===== src/design/sdwa_pkg.sv =====
`timescale 1ns / 1ps
// Shared constants, codes and beat types of the sparse-to-dense weighted average block.
package sdwa_pkg;

	localparam int DENSE_DEPTH   = 64;
	localparam int NUM_VARIABLES = 4;

	localparam int IDX_W  = $clog2(DENSE_DEPTH);
	localparam int CNT_W  = IDX_W + 1;
	localparam int SUM_W  = 40;
	localparam int FRAC_W = 16;
	localparam int DVD_W  = SUM_W + FRAC_W;
	localparam int POS_W  = 6;

	localparam logic OP_ADD  = 1'b0;
	localparam logic OP_EMIT = 1'b1;

	localparam logic [1:0] ST_OK          = 2'd0;
	localparam logic [1:0] ST_RANGE       = 2'd1;
	localparam logic [1:0] ST_ZERO_WEIGHT = 2'd2;

	typedef logic [1:0] cfg_index_t;

	localparam cfg_index_t CFG_DENSE_SIZE = 2'd0;
	localparam cfg_index_t CFG_SEL_VAR    = 2'd1;
	localparam cfg_index_t CFG_FILL       = 2'd2;

	localparam logic [31:0] Q_MAX = 32'h7FFF_FFFF;
	localparam logic [31:0] Q_MIN = 32'h8000_0000;

	typedef enum logic [2:0] {
		S_IDLE,
		S_ADD,
		S_EMIT_RD,
		S_EMIT_CHK,
		S_EMIT_DIV
	} state_t;

	typedef struct packed {
		logic        operation;
		logic [15:0] entry_index;
		logic [31:0] value_a;
		logic [31:0] value_b;
		logic [31:0] value_c;
		logic [31:0] value_d;
		logic [31:0] entry_weight;
	} item_t;

	typedef struct packed {
		logic [POS_W-1:0] position;
		logic [31:0]      dense_value;
		logic             untouched;
		logic [1:0]       status;
		logic             last;
	} result_t;

endpackage


===== src/design/sdwa_div.sv =====
`timescale 1ns / 1ps
// Bit-serial restoring divider that produces one quotient bit per cycle.
module sdwa_div (
	input  logic                       clk,
	input  logic                       arst_n,
	input  logic                       start,
	input  logic [sdwa_pkg::DVD_W-1:0] dividend,
	input  logic [sdwa_pkg::SUM_W-1:0] divisor,
	output logic                       done,
	output logic [sdwa_pkg::DVD_W-1:0] quotient
);
	import sdwa_pkg::*;

	localparam int STEP_W = $clog2(DVD_W + 1);

	logic [SUM_W-1:0]  rem_q;
	logic [SUM_W-1:0]  dvs_q;
	logic [DVD_W-1:0]  quo_q;
	logic [STEP_W-1:0] cnt_q;
	logic              done_q;
	logic [SUM_W:0]    rem_sh;
	logic [SUM_W+1:0]  diff;
	logic              fits;

	assign rem_sh = {rem_q, quo_q[DVD_W-1]};
	assign diff   = {1'b0, rem_sh} - {2'b00, dvs_q};
	assign fits   = !diff[SUM_W+1];

	always_ff @(posedge clk or negedge arst_n) begin
		if (!arst_n) begin
			cnt_q  <= '0;
			done_q <= 1'b0;
		end else if (start) begin
			cnt_q  <= STEP_W'(DVD_W);
			done_q <= 1'b0;
		end else begin
			done_q <= (cnt_q == STEP_W'(1));
			if (cnt_q != '0) begin
				cnt_q <= cnt_q - STEP_W'(1);
			end
		end
	end

	always_ff @(posedge clk) begin
		if (start) begin
			rem_q <= '0;
			dvs_q <= divisor;
			quo_q <= dividend;
		end else if (cnt_q != '0) begin
			rem_q <= fits ? diff[SUM_W-1:0] : rem_sh[SUM_W-1:0];
			quo_q <= {quo_q[DVD_W-2:0], fits};
		end
	end

	assign done     = done_q;
	assign quotient = quo_q;

endmodule


===== config.mk =====
export PLATFORM = sky130hd
export DESIGN_NAME = sdwa_div
export DESIGN_NICKNAME = d
export VERILOG_FILES = /design/src/design/sdwa_pkg.sv /design/src/design/sdwa_div.sv
export SDC_FILE = /design/constraint.sdc
export NUM_CORES = 1
export LEC_CHECK = 0
export BUFFER_PORTS_ARGS = -buffer_cell sky130_fd_sc_hd__buf_2
export CAP_MARGIN = 10
export CELL_PAD_IN_SITES_DETAIL_PLACEMENT = 0
export CELL_PAD_IN_SITES_GLOBAL_PLACEMENT = 1
export CORE_ASPECT_RATIO = 0.7
export CORE_UTILIZATION = 23
export DETAILED_ROUTE_END_ITERATION = 8
export GPL_ROUTABILITY_DRIVEN = 1
export GPL_TIMING_DRIVEN = 0
export PLACE_DENSITY = 0.54
export RECOVER_POWER = 100
export SYNTH_ARGS = -nofsm -noshare
export SYNTH_HDL_FRONTEND = slang
export SYNTH_SLANG_ARGS = --single-unit

===== constraint.sdc =====
create_clock -name clk -period 8.7 [get_ports clk]
set_clock_uncertainty 0.2 [all_clocks]
set_input_delay 0 -clock clk [delete_from_list [all_inputs] [get_ports clk]]
set_output_delay 0 -clock clk [all_outputs]
set_load 0.005 [all_outputs]

* Word level (Yosys, flattened, before mapping) *
Cells that the tools add are included.

storage, ports and cells
  register bits after elaboration = 143
  bits of input ports = 99
  output and inout bits = 57
  logic and storage cells = 17

operators by class
  multiplexer cells = 6
  add/subtract/negate cells = 2
  eq/ne operators = 1
  reductions and logical operators = 3

operators with widths
  operator                                                            count
  56-bit two-way mux                                                  2
  41-bit by 40-bit subtractor with 42-bit output                      1
  40-bit two-way mux                                                  1
  6-bit two-way mux                                                   2
  6-bit by 1-bit == test with 1-bit output, second input constant     1
  6-bit nonzero test                                                  1
  6-bit by 1-bit subtractor with 6-bit output, second input constant  1
  2-bit nonzero test                                                  1
  1-bit logical NOT                                                   1
  1-bit two-way mux                                                   1

* Depth between registers and ports, before layout *
  depth after elaboration = 4
  depth in mapped cells = 13
  depth with buffers taken out = 13

* Least setup slack after synthesis *
Ideal clock, no wire load.

  path type = register to register
  start point = reg cnt_q[2]
  end point = reg quo_q[0], in the netlist quotient[0], enable pin
  period minus slack after synthesis = 3376 ps
  arrival = 2541 ps
  setup time = 635 ps
  path slack = 5324 ps
  buffers on the path = 2
  stages on the path, launching flop included = 6
  data required time = 7865 ps
  path through = dfrtp_1 -> nor4_1 -> and2_1 -> clkbuf_1 -> clkbuf_1 -> nand2_1

on the way
  cells in the longest elaborated chain, start to end = 2

RTL lines
  element                       RTL line        source
  start, declared               sdwa_div.sv:19  logic [STEP_W-1:0] cnt_q;
  start signal, assigned        sdwa_div.sv:34  cnt_q <= STEP_W'(DVD_W);
  start signal, assigned        sdwa_div.sv:39  cnt_q <= cnt_q - STEP_W'(1);
  6-bit nonzero test            sdwa_div.sv:49  end else if (cnt_q != '0) begin
  2-bit nonzero test (no line)  --
  end signal, assigned          sdwa_div.sv:48  quo_q <= dividend;
  end signal, assigned          sdwa_div.sv:51  quo_q <= {quo_q[DVD_W-2:0], fits};
  end, declared                 sdwa_div.sv:18  logic [DVD_W-1:0] quo_q;

No other way between the ends.
A chain may end at the register's enable or synchronous reset.

* Worst setup path in the final report *
  start point = in start
  end point = reg quo_q[4], in the netlist quotient[4], enable pin

on the way
  cells in the longest elaborated chain, start to end = 1

RTL lines
  element                       RTL line       source
  start, declared               sdwa_div.sv:6  input logic start,
  2-bit nonzero test (no line)  --

No other way between the ends.

==> flow_summary.toml <==
[status]
outcome = "finished with violations"
violations = "max-capacitance violations, max-slew violations"

[clock_network]
cts_tree = "done"
post_cts_resize_count = 0
postCtsSetupBuffers = 0
clkTransAtPathRegs_ns = 0.07
clock_sinks = 143
postCtsHoldBufs = 98
clk_latency_ns = 0.44
numCtsBuffers = 17
root_buffer = "clkbuf_16"
h-tree-depth = 4
clock_path_buffers = 2

[setup_path]
max_stage_delay_ns = 1.84
critPathLaunch = "start"
r2r_end = "rem_q[13]"
crit_chain = "clkbuf_1 > clkinv_1 > clkbuf_1 > nand2_1 > buf_12"
path_class = "in -> reg"
rrSetupSlack_ns = 3.90
cp_max_fo = 43
r2r_start = "dvs_q[1]"
crit_path_end_kind = "flip-flop"
cp_common_cell = "clkbuf_1"
arrival_ns = 4.78
worstRegToRegCells = 12
cp_slowest_cell = "clkbuf_1"
endpoint = "quotient[4]"
crit_required_ns = 8.63
cp-start-kind = "primary input"

[drt]
drc = 0
wl_per_cell_um = 16.8
postRouteAntennaNets = 0
drtPass1Iterations = 4
dr_total_vias = 6727
via_per_inst = 4.45
drt_wl_total_um = 25400
drt_iter0_markers = 426

[logic_synthesis]
ys_seq_area_frac = 0.479
yosysMostFrequentCell = "edfxtp_1"
ys.flop_type = "edfxtp_1"
synthArstFlopShare = 0.0490
synth_top_area_frac = 0.358
syn_area_per_cell_um2 = 10.6
synthTopCellsByArea = "edfxtp_1, dfxtp_1, mux2_2"
syn_area_um2 = 8050
synth_cell_types = 60
syn-num-nets = 904
yosysWarnings = 0
synthTopCellsByCount = "edfxtp_1, nor2_1, nand2_1"
postSynthCellCount = 762
synth_top_area_cell = "edfxtp_1"
ys_seq_elements = 143
synth_edf_count = 96

[floorplanning]
core_area_um2 = 34000
row_count = 56
dieArea_um2 = 35800
ios = 156
die_h_um = 159
die_x_um = 226
initial_utilization = 0.237

[timing]
fin_hold_ws_ns = 0.0740
fin_crit_ns = 4.85
setup_viol_count_final = 0
rsz0062_at_grt = "no"
worst_pin_slew_ns = 2.65
fin_crit_sh = 0.558
fmax_mhz = 206
slew_violations = 55
slew_headroom = -0.769
postLayoutSetupSlackWorst_ns = 3.85
finalSetupTns_ns = 0
hold_viol = 0

[cells_and_area]
final_area_um2 = 10900
postLayoutCoreUtil = 0.320
layout.cells.non_filler = 1511
diodes = 0
synthToLayoutAreaGrowth_pct = 35.0
layout.nets = 1177
drive_above_1_share = 0.193

[power]
vdd_drop_max_v = 0.000136
power.density_nw_per_um2 = 278
power_mw = 3.02
cellLeakagePower_nw = 4.49

[global_route]
antenna_found_initial = 0
busiest_layer = "met1"
grt_start_max_net_pins = 44
use_met3 = 0.0417
met2_usage = 0.204
gr-total-overflow = 0
grt_use_met1 = 0.217
grt_use_total = 0.146
grt_first_pass_wirelength_um = 39700
first_global_vias = 6807

[placed_design]
io_buffers = 155
post-place-cells = 1382
post_dp_cell_area_um2 = 9430
gp_congestion = 0.814
hpwl_um = 18800
dp_slack_ns = 4.61

[worst_hold_path]
hp-class = "in -> reg"

[flow_run]
drv_cap = 2
-- cells by family after synthesis --
logic type      share of synthesized area
simple gates                        0.114
compound gates                      0.171
flops                               0.479
buf+inv                            0.0446
mux                                0.0849
fa+ha+maj                          0.0678
xor+xnor                           0.0381
-- flip-flops by register name, indices dropped and copies added (netlist names) --
register	flops
rem_q	40
cnt_q	6
quotient	56
done	1
dvs_q	40
-- critical path: cells and delay by family --
family,cells,cell delay (ns)
buffers and inverters,4,3.70
AND/OR/NAND/NOR,1,1.00
-- cell type report --
type / instances / area, um^2
timing repair buffer: 254 / 1710
clock buffer: 17 / 425
inverter: 55 / 206
fill: 3601 / 23100
tap: 464 / 581
sequential: 143 / 3860
multi-input combinational: 532 / 3770
buffer: 32 / 121
clock inverter: 14 / 193
-- layout by cell type (no fill, tap or decap), types with 28 or more instances in the layout --
| cell type | netlist | routed |
|---|---|---|
| a21oi_1 | 46 | 47 |
| buf_2 | 2 | 100 |
| xnor2_1 | 28 | 28 |
| ha_1 | 42 | 42 |
| clkbuf_1 | 25 | 85 |
| edfxtp_1 | 96 | 96 |
| nor2_1 | 68 | 68 |
| mux2_2 | 57 | 56 |
| inv_1 | 54 | 54 |
| dfxtp_1 | 40 | 40 |
| nand2_1 | 65 | 65 |
| dlygate4sd3_1 | 0 | 98 |
| o21ai_0 | 35 | 37 |
-- power by group --
group	internal [mW]	switching [mW]
logic	0.527	0.728
clock network	0.462	0.333
registers	0.865	0.101
total	1.85	1.16
-- per-layer routing --
layer	wire [um]	vias up
li1	-	3341
met1	13400	3235
met2	10400	137
met3	1370	14
met4	223	0
met5	0	-
-- worst min-delay path by stage --
stage,from,to,depth (start not counted)
after floorplan,arst_n,cnt_q[0],0
after global placement,arst_n,cnt_q[4],1
after global routing,divisor[8],dvs_q[8],2
final,divisor[3],dvs_q[3],2
after CTS,divisor[1],dvs_q[1],2
after detailed placement,arst_n,cnt_q[4],1
(Power assumes the default switching activity.)
