$ cat src/design/sdwa_ram.sv
`timescale 1ns / 1ps
// Generic single-write, single-read RAM with a registered read port.
module sdwa_ram #(
	parameter int WIDTH = 8,
	parameter int DEPTH = 16
) (
	input  logic                     clk,
	input  logic                     we,
	input  logic [$clog2(DEPTH)-1:0] waddr,
	input  logic [WIDTH-1:0]         wdata,
	input  logic [$clog2(DEPTH)-1:0] raddr,
	output logic [WIDTH-1:0]         rdata
);

	logic [WIDTH-1:0] mem_q [DEPTH];

	always_ff @(posedge clk) begin
		if (we) begin
			mem_q[waddr] <= wdata;
		end
		rdata <= mem_q[raddr];
	end

endmodule

$ cat config.mk
export PLATFORM = sky130hd
export DESIGN_NAME = sdwa_ram
export DESIGN_NICKNAME = d
export VERILOG_FILES = /design/src/design/sdwa_ram.sv
export SDC_FILE = /design/constraint.sdc
export NUM_CORES = 1
export LEC_CHECK = 0
export ABC_AREA = 1
export BUFFER_PORTS_ARGS = -buffer_cell sky130_fd_sc_hd__buf_2
export CORE_MARGIN = 2
export CORE_UTILIZATION = 45
export DETAILED_ROUTE_END_ITERATION = 16
export PLACE_DENSITY = 0.69
export SYNTH_ARGS = -nofsm -noshare
export SYNTH_HDL_FRONTEND = slang
export SYNTH_SLANG_ARGS = --single-unit
$ cat constraint.sdc
create_clock -name clk -period 1.1 [get_ports clk]
set_clock_uncertainty 0.1 [all_clocks]
set_input_delay 0.055 -clock clk [delete_from_list [all_inputs] [get_ports clk]]
set_output_delay 0.055 -clock clk [all_outputs]
set_load 0.01 [all_outputs]
# [Word-level counts from Yosys, hierarchy flattened]
# Memory sizes are Yosys's and may differ from the RTL's. A register that Yosys moved wholly into a read port is not among the register bits.
# Index checks and enable logic that the tools add are counted.
[classes] addsub=0 multipliers=0 n_div=0 magnitude_cmp=0 eq_ne=0 shift=0 mux=2 bitwise_logic=0 reduce_logical=0
[op_table] cell="1-bit 2-to-1 mux" n=2
[word_totals] regBits=0 latch_bits=0 ramBits=128 rom_bits=0 word_cells=3 memories=1
[mem_list] name="mem_q" depth=16 word_bits=8 rd=1 rd_ports_with_merged_regs=1 write_ports=1 line_no="15" text="logic [WIDTH-1:0] mem_q [DEPTH];"

# [Longest topological paths before layout]
# Gate-level depths: netlist of run 1.
[depth] word_depth=2 ltp_mapped=8 ltp_nobuf=7

# [Worst setup path before layout of run 1]
# OpenSTA, ideal clock, no wires.
[synth_timing] kind="input to register" from="input port waddr[3]" to="memory mem_q[4][0], enable pin" setup_ps=370 t_arrival_ps=636 required_ps=630 setup_slack_ps=-6 cell_stages=2 n_path_buf=0 path_cell_list="nand3b_1 nor2_1"
[synth_lines] item="start, declared" line_no="9" text="input logic [$clog2(DEPTH)-1:0] waddr,"
[synth_lines] item="end, declared" line_no="15"
# No word-level cell before the write port.

==> results of run 1 <==
-- routing by layer --
layer,global-route usage,up-vias
li1,-,1892
met1,0.258,1852
met2,0.306,138
met3,0.0608,16
met4,0.0776,0
met5,0,-
-- timing repair --
| action | in CTS | in global routing |
|---|---|---|
| setup buffers | 0 | 0 |
| hold endpoints to repair | 128 | 0 |
| gates resized for setup | 0 | 8 |
| hold buffers | 8 | 0 |
| setup endpoints to repair | 0 | 7 |
-- cell usage after synthesis --
master | number | share of area
dfxtp_1 | 8 | 0.028
nor2_1 | 17 | 0.011
nand2_1 | 173 | 0.11
nand3_1 | 97 | 0.084
buf_1 | 1 | 0.00065
inv_1 | 100 | 0.065
buf_4 | 4 | 0.0052
buf_6 | 6 | 0.012
edfxtp_1 | 128 | 0.67
nand3b_1 | 2 | 0.0026
inv_2 | 2 | 0.0013
buf_2 | 13 | 0.011
-- metrics by stage --
stage / TNS, ns / instances / power, mW
5_1_grt: -0.137 / 796 / 12.3
2_1_floorplan: -0.374 / 551 / 6.35
6_report: 0 / 796 / 12.0
4_1_cts: 0 / 796 / 12.0
3_3_place_gp: -2.06 / 756 / 6.67
3_5_place_dp: -4.14 / 756 / 6.69
-- worst max-delay path, cell delays in order, from the launching register on --
cell      delay [ns]
edfxtp_1        0.37
inv_1           0.06
nand2_1         0.04
nand3_1         0.10
nand3_2         0.12
nand3_2         0.08
nand2_1         0.08
-- state kept, by name, summed over array words and instances, names as in the netlist --
signal and count:
mem_q 128, rdata 8
-- kinds of logic after synthesis --
group                  count (synthesis)  synth area share
buffers and inverters                126            0.0952
flip-flops                           136             0.694
AND/OR/NAND/NOR                      289             0.210
-- power by group through the flow --
stage | registers (mW) | logic [mW] | clock network, mW
CTS | 5.83 | 0.786 | 5.40
floorplan | 5.95 | 0.409 | 0
finish | 5.82 | 0.802 | 5.34
global placement | 5.93 | 0.742 | 0
detailed placement | 5.93 | 0.758 | 0
global route | 5.83 | 0.881 | 5.61
-- final cells by class --
| cell class | instances | area share |
|---|---|---|
| Inverter | 102 | 0.0551 |
| Sequential cell | 136 | 0.576 |
| Clock buffer | 17 | 0.0612 |
| Clock inverter | 15 | 0.0196 |
| Timing Repair Buffer | 65 | 0.0767 |
| Multi-Input combinational cell | 289 | 0.180 |
| Tap cell | 172 | 0.0310 |
-- final timing paths --
| path | startpoint | end | cells past startpoint |
|---|---|---|---|
| hold reg to reg | mem_q[12][1] | rdata[1] | 6 |
| setup reg to reg | mem_q[1][5] | rdata[5] | 6 |
| hold / removal | raddr[3] | rdata[1] | 4 |
| setup / recovery | mem_q[1][5] | rdata[5] | 6 |
==> out/results.ini, run 1 <==
[run_status]
outcome = completed

[final_layout]
final_cell_mix = nand2_1, edfxtp_1, inv_1
multi_input_area_sq_um = 1250
final_area_sq_um = 6950
final_core_util = 0.553
seqCellArea_sq_um = 4000
n_antenna_cell = 0
fill_cells = 1042
fin_nets = 629
area_growth_pct = 20.5
mostFrequentLayoutCell = nand2_1
drive_above_1_share = 0.152

[synthesis]
syn_area_sq_um = 5770
ys_warn_count = 0
syn_avg_cell_area_sq_um = 10.5
yosysSeqAreaShare = 0.694
ys_seq_elements = 136
synthCells = 551
syn_nets = 569
synth_cell_type_count = 12

[global_routing]
antenna_found_initial = 0
grt_max_degree = 33
grt.overflow.total = 0
grt_pass1_vias = 3725
grt.total_usage = 0.196
grt_pass1_wl_um = 19500

[drt]
num_vias = 3898
drc = 0
wl_per_cell_um = 15.7
drt_iter0_drc = 292
dr_wl_met3_um = 847
drt_pass1_iterations = 4
wl_met2_um = 6010
wl_met1_um = 5460
top_layer = met4
totalWireLength_um = 12500
vias_per_cell = 4.90
ant_nets = 0

[clock_tree]
cts_buffer_depth = 2
root_buffer = clkbuf_16
cts-buffers-inserted = 17
clk_latency_ns = 0.42
h-tree-depth = 4
cts.sinks = 136
cts.clk_slew.worst_paths_ns = 0.06
cts_tree = yes

[placed_design]
io_buffer_count = 25
dpl_cell_area_sq_um = 6270
place_ws_ns = -0.110
hpwl_um = 7810
gp_congestion = 0.853

[sta]
post-route-min-period_ns = 1.06
finalMaxSlewViolations = 0
setup_viol = 0
period_share = 0.966
fmax_mhz = 941
relSlewSlack = 0.755
tightest_slew_ns = 0.368
finalWorstSetupSlack_ns = 0.0373
holdWs_ns = 0.0259
rsz0062_at_grt = true
hold_viol = 0

[power]
ir_worst_vdd_uv = 1680
p_seq_frac = 0.487
p_comb_frac = 0.067
p_int_mw = 9.36
power-per-cell-area_nw_per_um2 = 1720
p_sw_mw = 2.61
power_frac_clock = 0.446
switching_share = 0.218
leakage_nw = 3.02

[worst_setup_path]
crit_required_ns = 1.30
critical_path_arrival_ns = 1.26
startpoint_type = flop
crit_type = flop to flop
rrSetupSlack_ns = 0.04
critPathCaptureType = flop
crit_path_max_fanout = 1

[die]
num_io_pins = 26
core_area_sq_um = 12600
die_area_sq_um = 13700
die_y_um = 117
die_w_um = 117
start_util = 0.459
fp-row-count = 41

[hold_path]
hold_path_class = input pin to flop

[run]
drv_cap = 0

No activity file was read; power rests on OpenSTA's default activity.
==> run 2: changes to the inputs <==
- BUFFER_PORTS_ARGS: -buffer_cell sky130_fd_sc_hd__buf_2 -> unset
- CELL_PAD_IN_SITES_DETAIL_PLACEMENT: unset -> 0
- CELL_PAD_IN_SITES_GLOBAL_PLACEMENT: unset -> 1
- CORE_ASPECT_RATIO: unset -> 0.75
- DONT_BUFFER_PORTS: unset -> 1
- PLACE_DENSITY: 0.69 -> 0.8
==> run 2 against run 1 <==
The run now ends with hold timing left. Clock power rose by 3.9%. Core utilization decreased by 0.43 points. First-iteration DRC count is 5.1% higher. Critical endpoint is now rdata[6].
==> out/results.ini, run 2 (synthesis gave the netlist of run 1 again) <==
[run_status]
outcome = finished, violations left
violations = hold timing

[global_routing]
grt.total_usage = 0.208
grt_max_degree = 66
grt.overflow.total = 0
grt_pass1_wl_um = 20500
grt_pass1_vias = 3631
antenna_found_initial = 0

[power]
p_sw_mw = 2.55
ir_worst_vdd_uv = 1390
power-per-cell-area_nw_per_um2 = 1770
p_int_mw = 9.47
p_seq_frac = 0.487
p_comb_frac = 0.051
power_frac_clock = 0.462
leakage_nw = 2.93
switching_share = 0.212

[final_layout]
n_antenna_cell = 0
mostFrequentLayoutCell = nand2_1
seqCellArea_sq_um = 4000
final_cell_mix = nand2_1, edfxtp_1, inv_1
fin_nets = 597
top_register = mem_q
drive_above_1_share = 0.132
multi_input_area_sq_um = 1310
largest_register_ffs = 128
fill_cells = 1083
area_growth_pct = 17.9
reg_top3 = mem_q (128), rdata (8)

[drt]
wl_per_cell_um = 17.1
drt_pass1_iterations = 7
ant_nets = 0
drt_iter0_drc = 307
drc = 0
vias_per_cell = 4.90
totalWireLength_um = 13000
num_vias = 3717

[sta]
setup_viol = 0
fin_setup_tns_ns = 0
fmax_mhz = 951
finalMaxSlewViolations = 0
post-route-min-period_ns = 1.05
period_share = 0.956
relSlewSlack = 0.504
finalWorstSetupSlack_ns = 0.0488
hold_viol = 8
holdWs_ns = -0.312
tightest_slew_ns = 0.744
rsz0062_at_grt = true

[die]
die_y_um = 102
die_w_um = 135
die_area_sq_um = 13700
start_util = 0.465
num_io_pins = 26
core_area_sq_um = 12400
fp-row-count = 35

[placed_design]
hpwl_um = 7930
place_ws_ns = 0.0164
io_buffer_count = 0
gp_congestion = 0.789

[worst_setup_path]
crit_path_max_fanout = 1
critical_path_arrival_ns = 1.25
slowest_stage = edfxtp_1
critPathMostFrequentCell = nand2_1
slowest_delay_ns = 0.36
crit_buf_inv = 0
critPathCaptureType = flop
worstPathCellList = nand2_1, nand2_1, nand2_2, nand3_2, nand3_1, nand2_1
crit_required_ns = 1.30
crit_type = flop to flop
startpoint_type = flop
cpLargestDelayFamily = simple AND/OR/NAND/NOR gates

[clock_tree]
cts.clk_slew.worst_paths_ns = 0.06
cts_buffer_depth = 2
cts_setup_buffers = 0
cts.sinks = 136
cts_tree = yes
root_buffer = clkbuf_16
cts_hold_repair.buffers = 8
clk_latency_ns = 0.41
cts-buffers-inserted = 17
h-tree-depth = 4

[run]
drv_cap = 0

[hold_path]
hold_path_class = input pin to flop

==> run 2: changes by cell type in the layout (fill, tap and decap cells not counted), sizes merged, moves of 2 or more <==
cell / previous run / this run
dlymetal6s4s: 0 / 2
dlygate4sd3: 8 / 6
clkinvlp: 5 / 3
buf: 57 / 25
clkinv: 8 / 5
clkbuf: 17 / 21
==> run 2: stage by stage <==
step / cells / util / hold slack, ns / total power, mW / area (sq um)
after floorplan: 551 / - / 0.0539 / 6.35 / 5770
after global routing: 758 / 0.549 / -0.307 / 12.4 / 6800
after global placement: 718 / 0.487 / 0.0546 / 6.44 / 6030
after CTS: 758 / 0.541 / -0.324 / 12.0 / 6710
after detailed placement: 718 / 0.487 / 0.0544 / 6.45 / 6030
final: 758 / 0.549 / -0.312 / 12.0 / 6800
==> run 2: final timing paths <==
check	from	to	slack (ns)	depth (start not counted)
worst min-delay path	raddr[3]	rdata[2]	-0.31	2
worst min register to register	mem_q[12][2]	rdata[2]	0.56	6
worst max register to register	mem_q[3][6]	rdata[6]	0.05	6
worst max-delay path	mem_q[3][6]	rdata[6]	0.05	6
==> run 2: area by class of cell <==
| class | instances | area share |
|---|---|---|
| Tap cell | 166 | 0.0305 |
| Clock buffer | 21 | 0.0677 |
| Sequential cell | 136 | 0.589 |
| Inverter | 102 | 0.0563 |
| Clock inverter | 11 | 0.0182 |
| Multi-Input combinational cell | 289 | 0.193 |
| Timing Repair Buffer | 33 | 0.0456 |
==> run 2: worst register-to-register path, stage by stage (launching register included) <==
cell and delay [ns]:
edfxtp_1 0.36, nand2_1 0.07, nand2_1 0.06, nand2_2 0.09
nand3_2 0.08, nand3_1 0.09, nand2_1 0.08
==> run 2: what timing repair did <==
item,in CTS,in global routing
cloned,0,0
endpoints found under the setup margin,1,40
pin swaps,0,4
gates resized for setup,2,21
endpoints found under the hold margin,136,8
==> run 2: power groups by stage <==
stage | Clock (mW) | Sequential, mW | Combinational [mW]
detailed placement | 0 | 5.97 | 0.485
finish | 5.55 | 5.86 | 0.616
global route | 5.84 | 5.86 | 0.697
floorplan | 0 | 5.95 | 0.409
global placement | 0 | 5.96 | 0.480
CTS | 5.60 | 5.86 | 0.593
==> run 2: per-layer routing <==
layer | vias to the layer above | part of all wire | GRT usage
met2 | 103 | 0.47 | 0.326
met3 | 10 | 0.055 | 0.0471
met5 | - | 0 | 0
met1 | 1778 | 0.47 | 0.295
met4 | 0 | 0.010 | 0.0615
li1 | 1826 | - | -
==> run 3: changes to the inputs <==
==> constraint.sdc (replaced) <==
create_clock -name clk -period 1.1 [get_ports clk]
set_clock_uncertainty 0.1 [all_clocks]
set_input_delay 0.11 -clock clk [delete_from_list [all_inputs] [get_ports clk]]
set_output_delay 0.11 -clock clk [all_outputs]
set_load 0.01 [all_outputs]
==> run 3 against run 2 <==
Flip-flop and latch count stayed put. Clock power grew 24%. Design area grew 3.6%. The run still ends with hold timing left. Sequential power is essentially flat. Sequential share of layout area fell by 2.0 points. Die area unchanged. Core utilization grew 2.0 points. Fmax fell by 3.0%. Worst hold slack gained 0.0021 ns. Critical path type unchanged. Via count is 3.8% higher. Register-to-register slack worse by 0.03 ns. Count of clock-buffer cells in the layout shrank 4.
==> out/results.ini, run 3 (synthesis gave the netlist of run 1 again) <==
[placed_design]
dpl_cell_area_sq_um = 6080
io_buffer_count = 0
gp_congestion = 0.795
hpwl_um = 8520

[sta]
tightest_slew_ns = 0.741
finalMaxSlewViolations = 0
relSlewSlack = 0.506
holdWs_ns = -0.310
rsz0062_at_grt = true
hold_viol = 72
post-route-min-period_ns = 1.08
setup_viol = 0
period_share = 0.985
fmax_mhz = 923

[drt]
num_vias = 3859
vias_per_cell = 5.12
drc = 0
drt_iter0_drc = 351
drt_pass1_iterations = 5
ant_nets = 0
wl_per_cell_um = 18.3
totalWireLength_um = 13800

[worst_setup_path]
crit_path_max_fanout = 1
r2r-start = mem_q[9][4]
critical_path_arrival_ns = 1.28
crit_required_ns = 1.30
critPathCaptureType = flop
cp-startpoint = mem_q[9][4]
crit_type = flop to flop
startpoint_type = flop

[hold_path]
hold_path_class = input pin to flop
min_from = wdata[3]

[final_layout]
top_register = mem_q
final_core_util = 0.569
fin_nets = 592
mostFrequentLayoutCell = nand2_1
area_growth_pct = 22.2
drive_above_1_share = 0.177
reg_top3 = mem_q (128), rdata (8)
final_cell_mix = nand2_1, edfxtp_1, inv_1
final_area_sq_um = 7050
fill_cells = 1041
largest_register_ffs = 128

[power]
leakage_nw = 3.03
power-per-cell-area_nw_per_um2 = 1900
ir_worst_vdd_uv = 1120

[die]
start_util = 0.465
die_y_um = 102
die_w_um = 135
num_io_pins = 26
core_area_sq_um = 12400
fp-row-count = 35
die_area_sq_um = 13700

[clock_tree]
cts-buffers-inserted = 17
cts.clk_slew.worst_paths_ns = 0.06
cts_setup_buffers = 0
cts.sinks = 136
root_buffer = clkbuf_16
clk_latency_ns = 0.41
cts_buffer_depth = 2
h-tree-depth = 4
cts_tree = yes
cts_hold_repair.buffers = 4

[run_status]
outcome = finished, violations left
violations = hold timing

[global_routing]
grt_pass1_wl_um = 21200
grt_pass1_vias = 3693
grt.total_usage = 0.214
grt_max_degree = 66
antenna_found_initial = 1
grt.overflow.total = 0

[run]
drv_cap = 0

## run 3: final cells by class
type                    instances  area, sq um  share of cell area
diodes                          1         2.50            0.000355
well taps                     166          208              0.0295
clock buffers                  17          425              0.0604
clock inverters                15          297              0.0421
flip-flops and latches        136         4000               0.568
inverters                     102          383              0.0543
repair buffers                 28          303              0.0430
multi-input cells             289         1420               0.202
## run 3: per-layer routing
metal | track usage | vias up | part of all wire
met1 | 0.322 | 1892 | 0.48
met4 | 0.0688 | 0 | 0.0093
met5 | 0 | - | 0
li1 | - | 1820 | -
met2 | 0.316 | 135 | 0.44
met3 | 0.0427 | 12 | 0.069
## run 3: worst max-delay path, stage by stage, from the launching register on
cell and delay (ns):
edfxtp_1 0.37, inv_1 0.06, nand2_1 0.04, nand3_1 0.13, nand3_2 0.11, nand3_2 0.09, nand2_1 0.06
## run 3: stage by stage
step	std cells	hold WS [ns]	total power [mW]	worst slack, ns	TNS [ns]
finish	754	-0.310	13.4	0.0168	0
detailed placement	717	0.110	6.48	-0.0667	-0.449
CTS	753	-0.318	13.4	0.00462	0
floorplan	551	0.109	6.36	-0.0608	-5.20
global route	753	-0.328	13.8	-0.0156	-0.0455
global placement	717	0.110	6.47	-0.0568	-0.259
## run 3: final timing paths
check / to / slack [ns] / depth (start not counted)
setup / recovery: rdata[4] / 0.02 / 6
hold reg to reg: rdata[6] / 0.57 / 6
setup reg to reg: rdata[4] / 0.02 / 6
hold / removal: mem_q[8][3] / -0.31 / 0
## run 3: what timing repair did
item                                   CTS  global route
pin swaps                                0             8
setup endpoints to repair                5            56
gates resized for setup                  8            37
endpoints found under the hold margin  136            72
## run 3: power by group
group	leakage, nW	switching [mW]	internal (mW)
Combinational	1.46	0.402	0.223
Sequential	1.22	0.0672	5.80
Clock	0.348	2.17	4.73
